`src/rtl/ccpg_pkg.sv`:
```
// shared types and constants for the character cell pixel generator
`default_nettype none
package ccpg_pkg;

  localparam int NumPix  = 8;
  localparam int AddrW   = 5;
  localparam int DataW   = 32;
  localparam int ColorW  = 4;
  localparam int ModeW   = 3;

  typedef logic [ColorW-1:0] color_t;

  typedef enum logic [ModeW-1:0] {
    MODE_STD_TEXT = 3'd0,
    MODE_MC_TEXT  = 3'd1,
    MODE_STD_BMP  = 3'd2,
    MODE_MC_BMP   = 3'd3,
    MODE_ECM_TEXT = 3'd4
  } mode_e;

  typedef enum logic [2:0] {
    REG_MODE   = 3'd0,
    REG_BORDER = 3'd1,
    REG_BACK0  = 3'd2,
    REG_BACK1  = 3'd3,
    REG_BACK2  = 3'd4,
    REG_BACK3  = 3'd5
  } reg_idx_e;

  typedef struct packed {
    logic [ModeW-1:0] graphics_mode;
    color_t           border_color;
    color_t           back_color_0;
    color_t           back_color_1;
    color_t           back_color_2;
    color_t           back_color_3;
  } cfg_t;

  typedef struct packed {
    logic [7:0] char_byte;
    color_t     color_nibble;
    logic [7:0] data_byte;
    logic       visible;
    logic       in_border;
  } cell_t;

endpackage
`default_nettype wire

```
`src/rtl/ccpg_if.sv`:
```
// valid/ready channel interfaces for cell words and pixel words
`default_nettype none
interface ccpg_cell_if;
  logic       valid;
  logic       ready;
  logic [7:0] char_byte;
  logic [3:0] color_nibble;
  logic [7:0] data_byte;
  logic       visible;
  logic       in_border;

  modport source (output valid, char_byte, color_nibble, data_byte, visible, in_border,
                  input ready);
  modport sink (input valid, char_byte, color_nibble, data_byte, visible, in_border,
                output ready);
endinterface

interface ccpg_pix_if;
  logic       valid;
  logic       ready;
  logic [3:0] pixel_0;
  logic [3:0] pixel_1;
  logic [3:0] pixel_2;
  logic [3:0] pixel_3;
  logic [3:0] pixel_4;
  logic [3:0] pixel_5;
  logic [3:0] pixel_6;
  logic [3:0] pixel_7;

  modport source (output valid, pixel_0, pixel_1, pixel_2, pixel_3, pixel_4, pixel_5,
                  pixel_6, pixel_7, input ready);
  modport sink (input valid, pixel_0, pixel_1, pixel_2, pixel_3, pixel_4, pixel_5,
                pixel_6, pixel_7, output ready);
endinterface
`default_nettype wire

```
`src/rtl/ccpg_regs.sv`:
```
// apb register file holding mode and color registers
`default_nettype none
module ccpg_regs (
  input  wire logic                       clk_i,
  input  wire logic                       rst_ni,
  input  wire logic                       psel,
  input  wire logic                       penable,
  input  wire logic                       pwrite,
  input  wire logic [ccpg_pkg::AddrW-1:0] paddr,
  input  wire logic [ccpg_pkg::DataW-1:0] pwdata,
  output      logic [ccpg_pkg::DataW-1:0] prdata,
  output      logic                       pready,
  output      ccpg_pkg::cfg_t             cfg_o
);

  ccpg_pkg::cfg_t     cfg_q, cfg_d;
  ccpg_pkg::reg_idx_e idx;
  logic               wr_en;

  assign idx    = ccpg_pkg::reg_idx_e'(paddr[4:2]);
  assign wr_en  = psel && penable && pwrite;
  assign pready = 1'b1;
  assign cfg_o  = cfg_q;

  always_comb begin
    cfg_d = cfg_q;
    if (wr_en) begin
      unique case (idx)
        ccpg_pkg::REG_MODE:   cfg_d.graphics_mode = pwdata[ccpg_pkg::ModeW-1:0];
        ccpg_pkg::REG_BORDER: cfg_d.border_color  = pwdata[ccpg_pkg::ColorW-1:0];
        ccpg_pkg::REG_BACK0:  cfg_d.back_color_0  = pwdata[ccpg_pkg::ColorW-1:0];
        ccpg_pkg::REG_BACK1:  cfg_d.back_color_1  = pwdata[ccpg_pkg::ColorW-1:0];
        ccpg_pkg::REG_BACK2:  cfg_d.back_color_2  = pwdata[ccpg_pkg::ColorW-1:0];
        ccpg_pkg::REG_BACK3:  cfg_d.back_color_3  = pwdata[ccpg_pkg::ColorW-1:0];
        default: ;
      endcase
    end
  end

  always_comb begin
    unique case (idx)
      ccpg_pkg::REG_MODE:   prdata = ccpg_pkg::DataW'(cfg_q.graphics_mode);
      ccpg_pkg::REG_BORDER: prdata = ccpg_pkg::DataW'(cfg_q.border_color);
      ccpg_pkg::REG_BACK0:  prdata = ccpg_pkg::DataW'(cfg_q.back_color_0);
      ccpg_pkg::REG_BACK1:  prdata = ccpg_pkg::DataW'(cfg_q.back_color_1);
      ccpg_pkg::REG_BACK2:  prdata = ccpg_pkg::DataW'(cfg_q.back_color_2);
      ccpg_pkg::REG_BACK3:  prdata = ccpg_pkg::DataW'(cfg_q.back_color_3);
      default:              prdata = '0;
    endcase
  end

  always_ff @(posedge clk_i or negedge rst_ni) begin
    if (!rst_ni) begin
      cfg_q <= '0;
    end else begin
      cfg_q <= cfg_d;
    end
  end

endmodule
`default_nettype wire

```
`src/rtl/character_cell_pixel_generator.sv`:
```
// character cell pixel generator: cell word in, eight 4-bit pixels out
// pipeline: a cell is held in the input register, then its pixels in the result register
// throughput: one cell per cycle while the pixel receiver stays ready; the single pass of pixel logic sets the figure
// cells on blanked lines, or in modes 5 to 7 outside the border, give no pixel word
// reset: asynchronous active low, empties both stages and clears the mode and color registers
// to zero; the cell and pixel data registers are not reset
`default_nettype none
module character_cell_pixel_generator (
  input  wire logic                       clk_i,
  input  wire logic                       rst_ni,
  ccpg_cell_if.sink                       cell_i,
  ccpg_pix_if.source                      pix_o,
  input  wire logic                       psel,
  input  wire logic                       penable,
  input  wire logic                       pwrite,
  input  wire logic [ccpg_pkg::AddrW-1:0] paddr,
  input  wire logic [ccpg_pkg::DataW-1:0] pwdata,
  output      logic [ccpg_pkg::DataW-1:0] prdata,
  output      logic                       pready
);

  ccpg_pkg::cfg_t  cfg;
  ccpg_pkg::cell_t cell_q, cell_in;
  logic            s1_valid_q, s1_valid_d;
  logic            out_valid_q, out_valid_d;
  logic            has_result, out_free, out_load, s1_adv, in_acc;
  ccpg_pkg::color_t pix_q [ccpg_pkg::NumPix];
  ccpg_pkg::color_t pix_d [ccpg_pkg::NumPix];
  ccpg_pkg::color_t lo, hi, ecm_bg, pair_col [ccpg_pkg::NumPix];
  logic [ccpg_pkg::NumPix-1:0] bit_c, bit_d;
  logic [1:0]      pair_c [ccpg_pkg::NumPix];
  logic [1:0]      pair_d [ccpg_pkg::NumPix];

  ccpg_regs u_regs (
    .clk_i   (clk_i),
    .rst_ni  (rst_ni),
    .psel    (psel),
    .penable (penable),
    .pwrite  (pwrite),
    .paddr   (paddr),
    .pwdata  (pwdata),
    .prdata  (prdata),
    .pready  (pready),
    .cfg_o   (cfg)
  );

  assign cell_in = '{char_byte:    cell_i.char_byte,
                     color_nibble: cell_i.color_nibble,
                     data_byte:    cell_i.data_byte,
                     visible:      cell_i.visible,
                     in_border:    cell_i.in_border};

  // word drops out when blanked, or when the mode is not a defined one and the cell is not in the border
  assign has_result = cell_q.visible &&
                      (cell_q.in_border ||
                       cfg.graphics_mode <= ccpg_pkg::ModeW'(ccpg_pkg::MODE_ECM_TEXT));
  assign out_free   = !out_valid_q || pix_o.ready;
  assign out_load   = s1_valid_q && has_result && out_free;
  assign s1_adv     = !s1_valid_q || !has_result || out_free;
  assign cell_i.ready = s1_adv;
  assign in_acc     = cell_i.valid && s1_adv;

  assign s1_valid_d  = s1_adv ? cell_i.valid : s1_valid_q;
  assign out_valid_d = out_load ? 1'b1 : (out_valid_q && !pix_o.ready);

  assign lo = cell_q.char_byte[3:0];
  assign hi = cell_q.char_byte[7:4];

  always_comb begin
    case (cell_q.data_byte[1:0])
      2'd0:    ecm_bg = cfg.back_color_0;
      2'd1:    ecm_bg = cfg.back_color_1;
      2'd2:    ecm_bg = cfg.back_color_2;
      default: ecm_bg = cfg.back_color_3;
    endcase
  end

  always_comb begin
    for (int k = 0; k < ccpg_pkg::NumPix; k++) begin
      bit_c[k]  = cell_q.char_byte[ccpg_pkg::NumPix-1-k];
      bit_d[k]  = cell_q.data_byte[ccpg_pkg::NumPix-1-k];
      // each bit pair covers two adjacent pixels
      pair_c[k] = cell_q.char_byte[2*(3-(k>>1)) +: 2];
      pair_d[k] = cell_q.data_byte[2*(3-(k>>1)) +: 2];
      if (cfg.graphics_mode == ccpg_pkg::ModeW'(ccpg_pkg::MODE_MC_BMP)) begin
        case (pair_d[k])
          2'd0:    pair_col[k] = cfg.back_color_0;
          2'd1:    pair_col[k] = lo;
          2'd2:    pair_col[k] = hi;
          default: pair_col[k] = cell_q.color_nibble;
        endcase
      end else begin
        case (pair_c[k])
          2'd0:    pair_col[k] = cfg.back_color_0;
          2'd1:    pair_col[k] = cfg.back_color_1;
          2'd2:    pair_col[k] = cfg.back_color_2;
          default: pair_col[k] = {1'b0, cell_q.color_nibble[2:0]};
        endcase
      end
    end
  end

  always_comb begin
    for (int k = 0; k < ccpg_pkg::NumPix; k++) begin
      if (cell_q.in_border) begin
        pix_d[k] = cfg.border_color;
      end else begin
        case (cfg.graphics_mode)
          ccpg_pkg::MODE_MC_TEXT: begin
            if (cell_q.color_nibble[3]) pix_d[k] = pair_col[k];
            else pix_d[k] = bit_c[k] ? cell_q.color_nibble : cfg.back_color_0;
          end
          ccpg_pkg::MODE_STD_BMP:  pix_d[k] = bit_d[k] ? hi : lo;
          ccpg_pkg::MODE_MC_BMP:   pix_d[k] = pair_col[k];
          ccpg_pkg::MODE_ECM_TEXT: pix_d[k] = bit_c[k] ? cell_q.color_nibble : ecm_bg;
          default:                 pix_d[k] = bit_c[k] ? cell_q.color_nibble
                                                       : cfg.back_color_0;
        endcase
      end
    end
  end

  always_ff @(posedge clk_i or negedge rst_ni) begin
    if (!rst_ni) begin
      s1_valid_q  <= 1'b0;
      out_valid_q <= 1'b0;
    end else begin
      s1_valid_q  <= s1_valid_d;
      out_valid_q <= out_valid_d;
    end
  end

  always_ff @(posedge clk_i) begin
    if (in_acc) begin
      cell_q <= cell_in;
    end
    if (out_load) begin
      pix_q <= pix_d;
    end
  end

  assign pix_o.valid   = out_valid_q;
  assign pix_o.pixel_0 = pix_q[0];
  assign pix_o.pixel_1 = pix_q[1];
  assign pix_o.pixel_2 = pix_q[2];
  assign pix_o.pixel_3 = pix_q[3];
  assign pix_o.pixel_4 = pix_q[4];
  assign pix_o.pixel_5 = pix_q[5];
  assign pix_o.pixel_6 = pix_q[6];
  assign pix_o.pixel_7 = pix_q[7];

endmodule
`default_nettype wire

```
`src/flat_wrapper.sv`:
```
// flat-port wrapper written by rule: the top's interface ports become plain ports
module character_cell_pixel_generator_flat 
  (clk_i, rst_ni, psel, penable, pwrite, paddr, pwdata, prdata, pready, cell_i_valid, cell_i_char_byte, cell_i_color_nibble, cell_i_data_byte, cell_i_visible, cell_i_in_border, cell_i_ready, pix_o_valid, pix_o_pixel_0, pix_o_pixel_1, pix_o_pixel_2, pix_o_pixel_3, pix_o_pixel_4, pix_o_pixel_5, pix_o_pixel_6, pix_o_pixel_7, pix_o_ready);
  ccpg_cell_if cell_i_i ();
  ccpg_pix_if pix_o_i ();
  input  wire logic clk_i;
  input  wire logic rst_ni;
  input  wire logic psel;
  input  wire logic penable;
  input  wire logic pwrite;
  input  wire logic [ccpg_pkg::AddrW-1:0] paddr;
  input  wire logic [ccpg_pkg::DataW-1:0] pwdata;
  output      logic [ccpg_pkg::DataW-1:0] prdata;
  output      logic pready;
  input wire logic [$bits(cell_i_i.valid)-1:0] cell_i_valid;
  input wire logic [$bits(cell_i_i.char_byte)-1:0] cell_i_char_byte;
  input wire logic [$bits(cell_i_i.color_nibble)-1:0] cell_i_color_nibble;
  input wire logic [$bits(cell_i_i.data_byte)-1:0] cell_i_data_byte;
  input wire logic [$bits(cell_i_i.visible)-1:0] cell_i_visible;
  input wire logic [$bits(cell_i_i.in_border)-1:0] cell_i_in_border;
  output wire logic [$bits(cell_i_i.ready)-1:0] cell_i_ready;
  output wire logic [$bits(pix_o_i.valid)-1:0] pix_o_valid;
  output wire logic [$bits(pix_o_i.pixel_0)-1:0] pix_o_pixel_0;
  output wire logic [$bits(pix_o_i.pixel_1)-1:0] pix_o_pixel_1;
  output wire logic [$bits(pix_o_i.pixel_2)-1:0] pix_o_pixel_2;
  output wire logic [$bits(pix_o_i.pixel_3)-1:0] pix_o_pixel_3;
  output wire logic [$bits(pix_o_i.pixel_4)-1:0] pix_o_pixel_4;
  output wire logic [$bits(pix_o_i.pixel_5)-1:0] pix_o_pixel_5;
  output wire logic [$bits(pix_o_i.pixel_6)-1:0] pix_o_pixel_6;
  output wire logic [$bits(pix_o_i.pixel_7)-1:0] pix_o_pixel_7;
  input wire logic [$bits(pix_o_i.ready)-1:0] pix_o_ready;
  assign cell_i_i.valid = cell_i_valid;
  assign cell_i_i.char_byte = cell_i_char_byte;
  assign cell_i_i.color_nibble = cell_i_color_nibble;
  assign cell_i_i.data_byte = cell_i_data_byte;
  assign cell_i_i.visible = cell_i_visible;
  assign cell_i_i.in_border = cell_i_in_border;
  assign cell_i_ready = cell_i_i.ready;
  assign pix_o_valid = pix_o_i.valid;
  assign pix_o_pixel_0 = pix_o_i.pixel_0;
  assign pix_o_pixel_1 = pix_o_i.pixel_1;
  assign pix_o_pixel_2 = pix_o_i.pixel_2;
  assign pix_o_pixel_3 = pix_o_i.pixel_3;
  assign pix_o_pixel_4 = pix_o_i.pixel_4;
  assign pix_o_pixel_5 = pix_o_i.pixel_5;
  assign pix_o_pixel_6 = pix_o_i.pixel_6;
  assign pix_o_pixel_7 = pix_o_i.pixel_7;
  assign pix_o_i.ready = pix_o_ready;
  character_cell_pixel_generator u_core (.clk_i(clk_i), .rst_ni(rst_ni), .cell_i(cell_i_i), .pix_o(pix_o_i), .psel(psel), .penable(penable), .pwrite(pwrite), .paddr(paddr), .pwdata(pwdata), .prdata(prdata), .pready(pready));
endmodule
```
`config.mk`:
```
export PLATFORM = sky130hd
export DESIGN_NAME = character_cell_pixel_generator_flat
export DESIGN_NICKNAME = d
export VERILOG_FILES = /design/src/rtl/ccpg_pkg.sv /design/src/rtl/ccpg_if.sv /design/src/rtl/ccpg_regs.sv /design/src/rtl/character_cell_pixel_generator.sv /design/src/flat_wrapper.sv
export SDC_FILE = /design/constraint.sdc
export NUM_CORES = 1
export LEC_CHECK = 0
export ABC_AREA = 1
export BUFFER_PORTS_ARGS = -buffer_cell sky130_fd_sc_hd__buf_2
export CAP_MARGIN = 5
export CORE_MARGIN = 8
export CORE_UTILIZATION = 46
export DETAILED_ROUTE_END_ITERATION = 12
export GPL_TIMING_DRIVEN = 0
export PLACE_DENSITY = 0.69
export SLEW_MARGIN = 40
export SYNTH_ARGS = -nofsm -noshare
export SYNTH_HDL_FRONTEND = slang
export SYNTH_HIERARCHICAL = 1
export SYNTH_SLANG_ARGS = --single-unit
```
`constraint.sdc`:
```
create_clock -name clk_i -period 3.5 [get_ports clk_i]
set_input_delay 0 -clock clk_i [delete_from_list [all_inputs] [get_ports clk_i]]
set_output_delay 0 -clock clk_i [all_outputs]
set_load 0.01 [all_outputs]
```
==> qor.txt, run 1 <==
outcome = complete, no violations
CTS tree = built
Worst Path Arrival = 2.54 ns
initial core utilization = 46.3%
power after layout = 3770 uW
VDD IR max = 0.230 mV
row cnt = 45
1st-iter DRT viols = 1120
ant diodes = 0
clock share of power = 26.0%
Total Routing Usage GR = 27.7%
chip height = 139 um
core footprint = 14900 um^2
met3 routed WL = 3.13 mm
Layout area overhead = 19.2%
hpwl dp = 20.2 mm
RSZ-0062 raised after global routing = false
Yosys top cell area share = 23.5%
routed length on met2 = 12.0 mm
post-route cell area = 8240 um^2
Syn Std Cell Area = 6910 um^2
vias per cell = 5.63
final hold vios = 0
count of pins over their slew limit = 0
Die ar. = 19200 um^2
vias = 8288
cell accounting for the most synthesized area = edfxtp_1
post-layout min period = 2.45 ns
WL final = 27.4 mm
sw power = 1580 uW
hold path endpoint = u_core/u_regs/cfg_o[8]$_DFFE_PN0P_
sequential share of power = 33.2%
IO Pins = 133
most frequent cells in the layout = nand2_1, nor2_1, nand3_1
post-cts resize count = 0
hold_buf cts = 30
clk slew on worst S/H paths = 0.06 ns
Clock Sinks = 79
r2r startpoint = u_core/u_regs/cfg_o[21]$_DFFE_PN0P_
port buffer count = 73
LEAKAGE = 0.00413 uW
GPL Wtd Cong = 1.02
fmax = 408 MHz
Slew headroom = 53.4%
Crit. End Element = register
YS warnings = 6
CP max FO = 10
chip width = 139 um
Final nets = 1346
worst hold-check path type = input pin to register
Cell variety after synth = 29
drt pass-1 iters = 6
largest net degree at the start of global routing = 26
vias in the first global route = 7651
Req. time, crit path = 3.60 ns
clock root buffer = clkbuf_16
setup bufs post-CTS = 0
Combinational Power Share = 40.9%
sequential cell area = 2250 um^2
placed cell area = 7640 um^2
Post-Route M1 WL = 11.0 mm
# DRC = 0
Clock Latency Late Sink = 0.36 ns
remaining global-route overflow = 0
R2R depth = 9
Post-DRT Antenna Nets = 0
RR Endpoint = u_core/pix_o.pixel_0[1]$_DFFE_PP_
first-pass GRT wire length = 42.0 mm
worst setup path class = register to register
Max-cap violations = 0
htree depth = 3
top layer in use = met4
Multi-input gate area = 3940 um^2
R2R Setup Slk = 1.05 ns
final worst path period share = 70.0%
final setup skew = 0.0117 ns
Synth Instances = 1138
#FFs+latches synth = 79
worst slew pin tran = 0.699 ns
wire per inst = 18.6 um
Max clock buf depth = 2
Hold Startpoint = paddr[3]
fraction of layout cells with a size suffix above 1 = 14.2%
initial antenna violation count = 0
crit path launch type = register
sequential fraction of the synthesis area = 32.5%
Finish-stage setup viols = 0
power density cells = 457 nW/um^2
Sw Ratio = 41.9%
P_int = 2190 uW
filler cell count = 1512
Hold Crit Depth = 4
syn_area_per_cell = 6.07 um^2
dominant cells by area after synthesis = edfxtp_1, nand2_1, dfrtp_1
total clock buffers created by CTS = 9
most common cell after layout, fill and taps aside = nand2_1
[worst max-delay path, stage by stage, from the launching register on]
cell	delay [ns]
dfrtp_1	0.47
nor2_1	0.15
nand2_1	0.33
nand2_2	0.35
buf_4	0.25
nand2_1	0.09
a21oi_1	0.29
nand3_1	0.13
nand2_1	0.08
nand2_1	0.04
[cells in the mapped netlist]
cell type	instances
dfrtp_1	25
nand4_1	9
buf_2	22
clkinv_1	5
or2_2	4
nor3_2	1
o21a_1	1
nand3_1	110
nor2_1	146
nor2_4	3
nand2_1	386
conb_1	2
a21oi_1	91
inv_1	74
nor3_1	1
clkbuf_1	32
inv_2	9
a211oi_1	2
buf_1	3
nand2_2	8
clkbuf_2	2
o21ai_0	82
a31oi_1	6
nand3_2	4
edfxtp_1	54
nor2_2	2
o21ai_1	19
buf_4	34
nand3_4	1
[metrics by stage]
| step | hold WS, ns | TNS (ns) | utilization (%) | setup slack [ns] | instances |
|---|---|---|---|---|---|
| after floorplan | -0.296 | 0 | - | 0.713 | 1165 |
| after global placement | 0.0230 | -3.27 | 51.0 | -0.108 | 1426 |
| after detailed placement | 0.0243 | 0 | 51.2 | 1.11 | 1427 |
| after CTS | 0.0735 | 0 | 55.2 | 1.08 | 1473 |
| after global routing | 0.115 | 0 | 55.2 | 0.925 | 1473 |
| final | 0.0826 | 0 | 55.2 | 1.05 | 1473 |
[layer usage]
layer  vias to the layer above  track usage [%]
li1                       3920                -
met5                         -                0
met1                      3726             35.2
met3                       100             7.09
met2                       542             42.5
met4                         0             14.5
[how the worst max path moves through the flow]
stage	startpoint	endpoint	depth (start not counted)
detailed placement	u_core/u_regs/cfg_o[21]$_DFFE_PN0P_	u_core/pix_o.pixel_0[1]$_DFFE_PP_	9
CTS	u_core/u_regs/cfg_o[21]$_DFFE_PN0P_	u_core/pix_o.pixel_0[1]$_DFFE_PP_	9
finish	u_core/u_regs/cfg_o[21]$_DFFE_PN0P_	u_core/pix_o.pixel_0[1]$_DFFE_PP_	9
floorplan	u_core/u_regs/cfg_o[21]$_DFFE_PN0P_	u_core/pix_o.pixel_0[0]$_DFFE_PP_	5
global route	u_core/u_regs/cfg_o[21]$_DFFE_PN0P_	u_core/pix_o.pixel_0[1]$_DFFE_PP_	9
global placement	u_core/u_regs/cfg_o[21]$_DFFE_PN0P_	u_core/pix_o.pixel_0[3]$_DFFE_PP_	5
[state kept, by name, indices dropped and copies added, names as in the netlist]
name,cells
u_core/pix_o.pixel_7,4
u_core/pix_o.pixel_6,4
u_core/bit_d,8
u_core/pix_o.pixel_0,4
u_core/pix_o.pixel_4,4
u_core/cell_q,6
u_core/pix_o.valid,1
u_core/pix_o.pixel_1,4
u_core/bit_c,8
u_core/u_regs/cfg_o,23
u_core/pix_o.pixel_2,4
u_core/pix_o.pixel_5,4
u_core/s1_valid_q,1
u_core/pix_o.pixel_3,4
[kinds of logic after synthesis]
| kind of cell | share of synthesized area, % |
|---|---|
| DFF | 32.5 |
| buffers and inverters | 12.1 |
| other | 0.109 |
| AOI/OAI and AO/OA | 14.8 |
| and+or+nand+nor | 40.5 |
[power groups by stage]
stage	Sequential (uW)	Combinational (uW)	Clock, uW
final	1250	1540	980
after global routing	1260	1680	1040
after global placement	1270	1440	0
after CTS	1250	1480	998
after detailed placement	1270	1450	0
after floorplan	1240	995	0
[layout make-up]
cell class | count | share of cell area, %
multi-input cells | 905 | 47.8
flip-flops and latches | 79 | 27.3
repair buffers | 104 | 8.26
plain buffers | 93 | 6.15
inverters | 88 | 4.01
well taps | 188 | 2.85
clock buffers | 9 | 2.73
clock inverters | 7 | 0.926
Power figures use the tool's default switching activity.
==> run 2, diff against run 1 <==
--- a/config.mk
+++ b/config.mk
@@ -12,7 +12,7 @@
 export CORE_UTILIZATION = 46
 export DETAILED_ROUTE_END_ITERATION = 12
 export GPL_TIMING_DRIVEN = 0
-export PLACE_DENSITY = 0.69
+export PLACE_DENSITY = 0.72
 export SLEW_MARGIN = 40
 export SYNTH_ARGS = -nofsm -noshare
 export SYNTH_HDL_FRONTEND = slang
==> constraint.sdc (replaced) <==
create_clock -name clk_i -period 2.1 [get_ports clk_i]
set_input_delay 0 -clock clk_i [delete_from_list [all_inputs] [get_ports clk_i]]
set_output_delay 0 -clock clk_i [all_outputs]
set_load 0.01 [all_outputs]
==> run 2 against run 1 <==
The run now ends with negative setup slack left; first-iteration DRC count decreased by 1.1%; die area stayed put; clock skew is 0.0050 ns lower; cell count hardly changed; fmax rose by 16%; final area up 0.94%; global-route usage is essentially flat; setup slack worse by 1.1 ns; clock-buffer cell count stayed put; utilization grew 0.52 points; wire length fell by 0.19%; largest cell class unchanged.
==> qor.txt, run 2 (synthesis gave the netlist of run 1 again) <==
RR Endpoint = u_core/pix_o.pixel_5[1]$_DFFE_PP_
most frequent cells in the layout = nand2_1, nor2_1, nand3_1
worst setup path class = register to register
Die ar. = 19200 um^2 (unchanged)
Layout area overhead = 20.4%
Finish-stage setup viols = 1 (+1)
crit path launch type = register
first-pass GRT wire length = 42.3 mm (+0.66%)
Final nets = 1347 (+0.074%)
vias = 8215 (-0.88%)
port buffer count = 73 (unchanged)
hpwl dp = 20.0 mm (-1.3%)
R2R Setup Slk = -0.01 ns (-1.06 ns)
failing checks = negative setup slack
CP max FO = 10 (unchanged)
final setup skew = 0.00668 ns (-0.00497 ns)
power after layout = 6230 uW (+65%)
ant diodes = 0 (unchanged)
Max-cap violations = 0 (unchanged)
row cnt = 45 (unchanged)
vias per cell = 5.57 (-0.95%)
largest net degree at the start of global routing = 26 (unchanged)
post-route cell area = 8320 um^2 (+0.94%)
fraction of layout cells with a size suffix above 1 = 16.4% (+2.2 points)
LEAKAGE = 0.00417 uW (+1.0%)
GPL Wtd Cong = 1.01 (-1.1%)
remaining global-route overflow = 0 (unchanged)
Hold Startpoint = paddr[3]
placed cell area = 7640 um^2 (unchanged)
outcome = finished with violations
1st-iter DRT viols = 1108 (-1.1%)
Post-DRT Antenna Nets = 0 (unchanged)
count of pins over their slew limit = 0 (unchanged)
Slew headroom = 54.0% (+0.65 points)
final worst path period share = 101% (+31 points)
worst hold-check path type = input pin to register
Worst Path Arrival = 2.21 ns (-0.33 ns)
# DRC = 0 (unchanged)
Hold Slack = 0.0882 ns (+0.00557 ns)
htree depth = 3 (unchanged)
clock root buffer = clkbuf_16
Clock Sinks = 79 (unchanged)
worst slew pin tran = 0.690 ns (-0.00982 ns)
chip width = 139 um (unchanged)
utilization after layout = 55.7% (+0.52 points)
total clock buffers created by CTS = 9 (unchanged)
hold path endpoint = u_core/u_regs/cfg_o[8]$_DFFE_PN0P_
final worst-path setup slack = -0.0121 ns (-1.06 ns)
clk slew on worst S/H paths = 0.07 ns (about the same)
Max clock buf depth = 2 (unchanged)
RSZ-0062 raised after global routing = true
Hold Crit Depth = 4 (unchanged)
vias in the first global route = 7583 (-0.89%)
core footprint = 14900 um^2 (unchanged)
power density cells = 749 nW/um^2 (+64%)
Crit. End Element = register
initial antenna violation count = 0 (unchanged)
R2R depth = 7 (-2)
most common cell after layout, fill and taps aside = nand2_1
filler cell count = 1523 (+0.73%)
WL final = 27.4 mm (-0.19%)
max reg flops = 23 (unchanged)
fmax = 473 MHz (+16%)
CTS tree = built
Total Routing Usage GR = 27.7% (about the same)
Req. time, crit path = 2.20 ns (-1.40 ns)
r2r startpoint = u_core/cell_q[13]$_DFFE_PP_
final hold vios = 0 (unchanged)
VDD IR max = 0.372 mV (+62%)
IO Pins = 133 (unchanged)
wire per inst = 18.6 um (-0.25%)
chip height = 139 um (unchanged)
drt pass-1 iters = 6 (unchanged)
Fin Setup TNS = -0.0121 ns (-0.0121 ns)
initial core utilization = 46.3% (unchanged)
post-layout min period = 2.11 ns (-0.336 ns)
Clock Latency Late Sink = 0.35 ns (about the same)
run 2: cell count changes in the layout (fill, tap and decap cells not counted), moves of 3 or more:
cell | previous run | this run
buf_4 | 34 | 37
clkbuf_2 | 2 | 14
clkinvlp_4 | 0 | 3
nor2_1 | 146 | 142
nor2_2 | 2 | 6
nand2_2 | 8 | 5
dfrtp_2 | 0 | 3
nand2_4 | 0 | 5
dfrtp_1 | 25 | 22
clkbuf_1 | 32 | 20
run 2: cell type report:
type / instances / area (um^2) / area share, %
Clock inverter: 7 / 53.8 / 0.647
Sequential cell: 79 / 2250 / 27.1
Timing Repair Buffer: 106 / 693 / 8.33
Tap cell: 188 / 235 / 2.83
Inverter: 88 / 338 / 4.06
Buffer: 92 / 527 / 6.33
Multi-Input combinational cell: 905 / 4000 / 48.0
Clock buffer: 9 / 225 / 2.71
run 2: stage by stage:
stage               worst slack (ns)  instances
floorplan                     0.0293       1165
global placement              -0.457       1426
detailed placement            -0.248       1427
CTS                           0.0172       1473
global route                 -0.0315       1474
finish                       -0.0121       1474
run 2: per-layer routing:
layer | global-route usage (%) | vias to the layer above | wire [um]
met4 | 13.3 | 0 | 1200
met5 | 0 | - | 0
met2 | 43.5 | 498 | 12200
met1 | 35.1 | 3702 | 10900
met3 | 6.78 | 88 | 3030
li1 | - | 3927 | -
run 2: critical path: stages (launching register included):
cell and delay [ns]:
edfxtp_1 0.32, clkbuf_1 0.36, buf_1 0.58, nand3_1 0.27
nand2_1 0.13, nand3_1 0.08, nand2_1 0.06, nand2_1 0.04
run 2: how the worst max path moves through the flow:
stage                                              from                                 to  slack, ns
floorplan           u_core/u_regs/cfg_o[21]$_DFFE_PN0P_  u_core/pix_o.pixel_0[0]$_DFFE_PP_       0.03
global placement    u_core/u_regs/cfg_o[21]$_DFFE_PN0P_  u_core/pix_o.pixel_1[3]$_DFFE_PP_      -0.46
detailed placement  u_core/u_regs/cfg_o[21]$_DFFE_PN0P_  u_core/pix_o.pixel_4[1]$_DFFE_PP_      -0.25
CTS                 u_core/u_regs/cfg_o[20]$_DFFE_PN0P_  u_core/pix_o.pixel_4[1]$_DFFE_PP_       0.02
global route                  u_core/bit_d[7]$_DFFE_PP_  u_core/pix_o.pixel_7[0]$_DFFE_PP_      -0.03
finish                      u_core/cell_q[13]$_DFFE_PP_  u_core/pix_o.pixel_5[1]$_DFFE_PP_      -0.01
run 2: power breakdown:
group | internal (uW) | switching [uW] | leakage (uW)
registers | 1900 | 189 | 0.000831
clock network | 814 | 699 | 0.000139
logic | 851 | 1770 | 0.00320
run 2: repair_timing:
action | CTS | global route
buffers inserted | 1 | 2
setup endpoints to repair | 31 | 47
gates resized for setup | 9 | 35
hold buffers | 29 | 0
hold endpoints to repair | 70 | 0
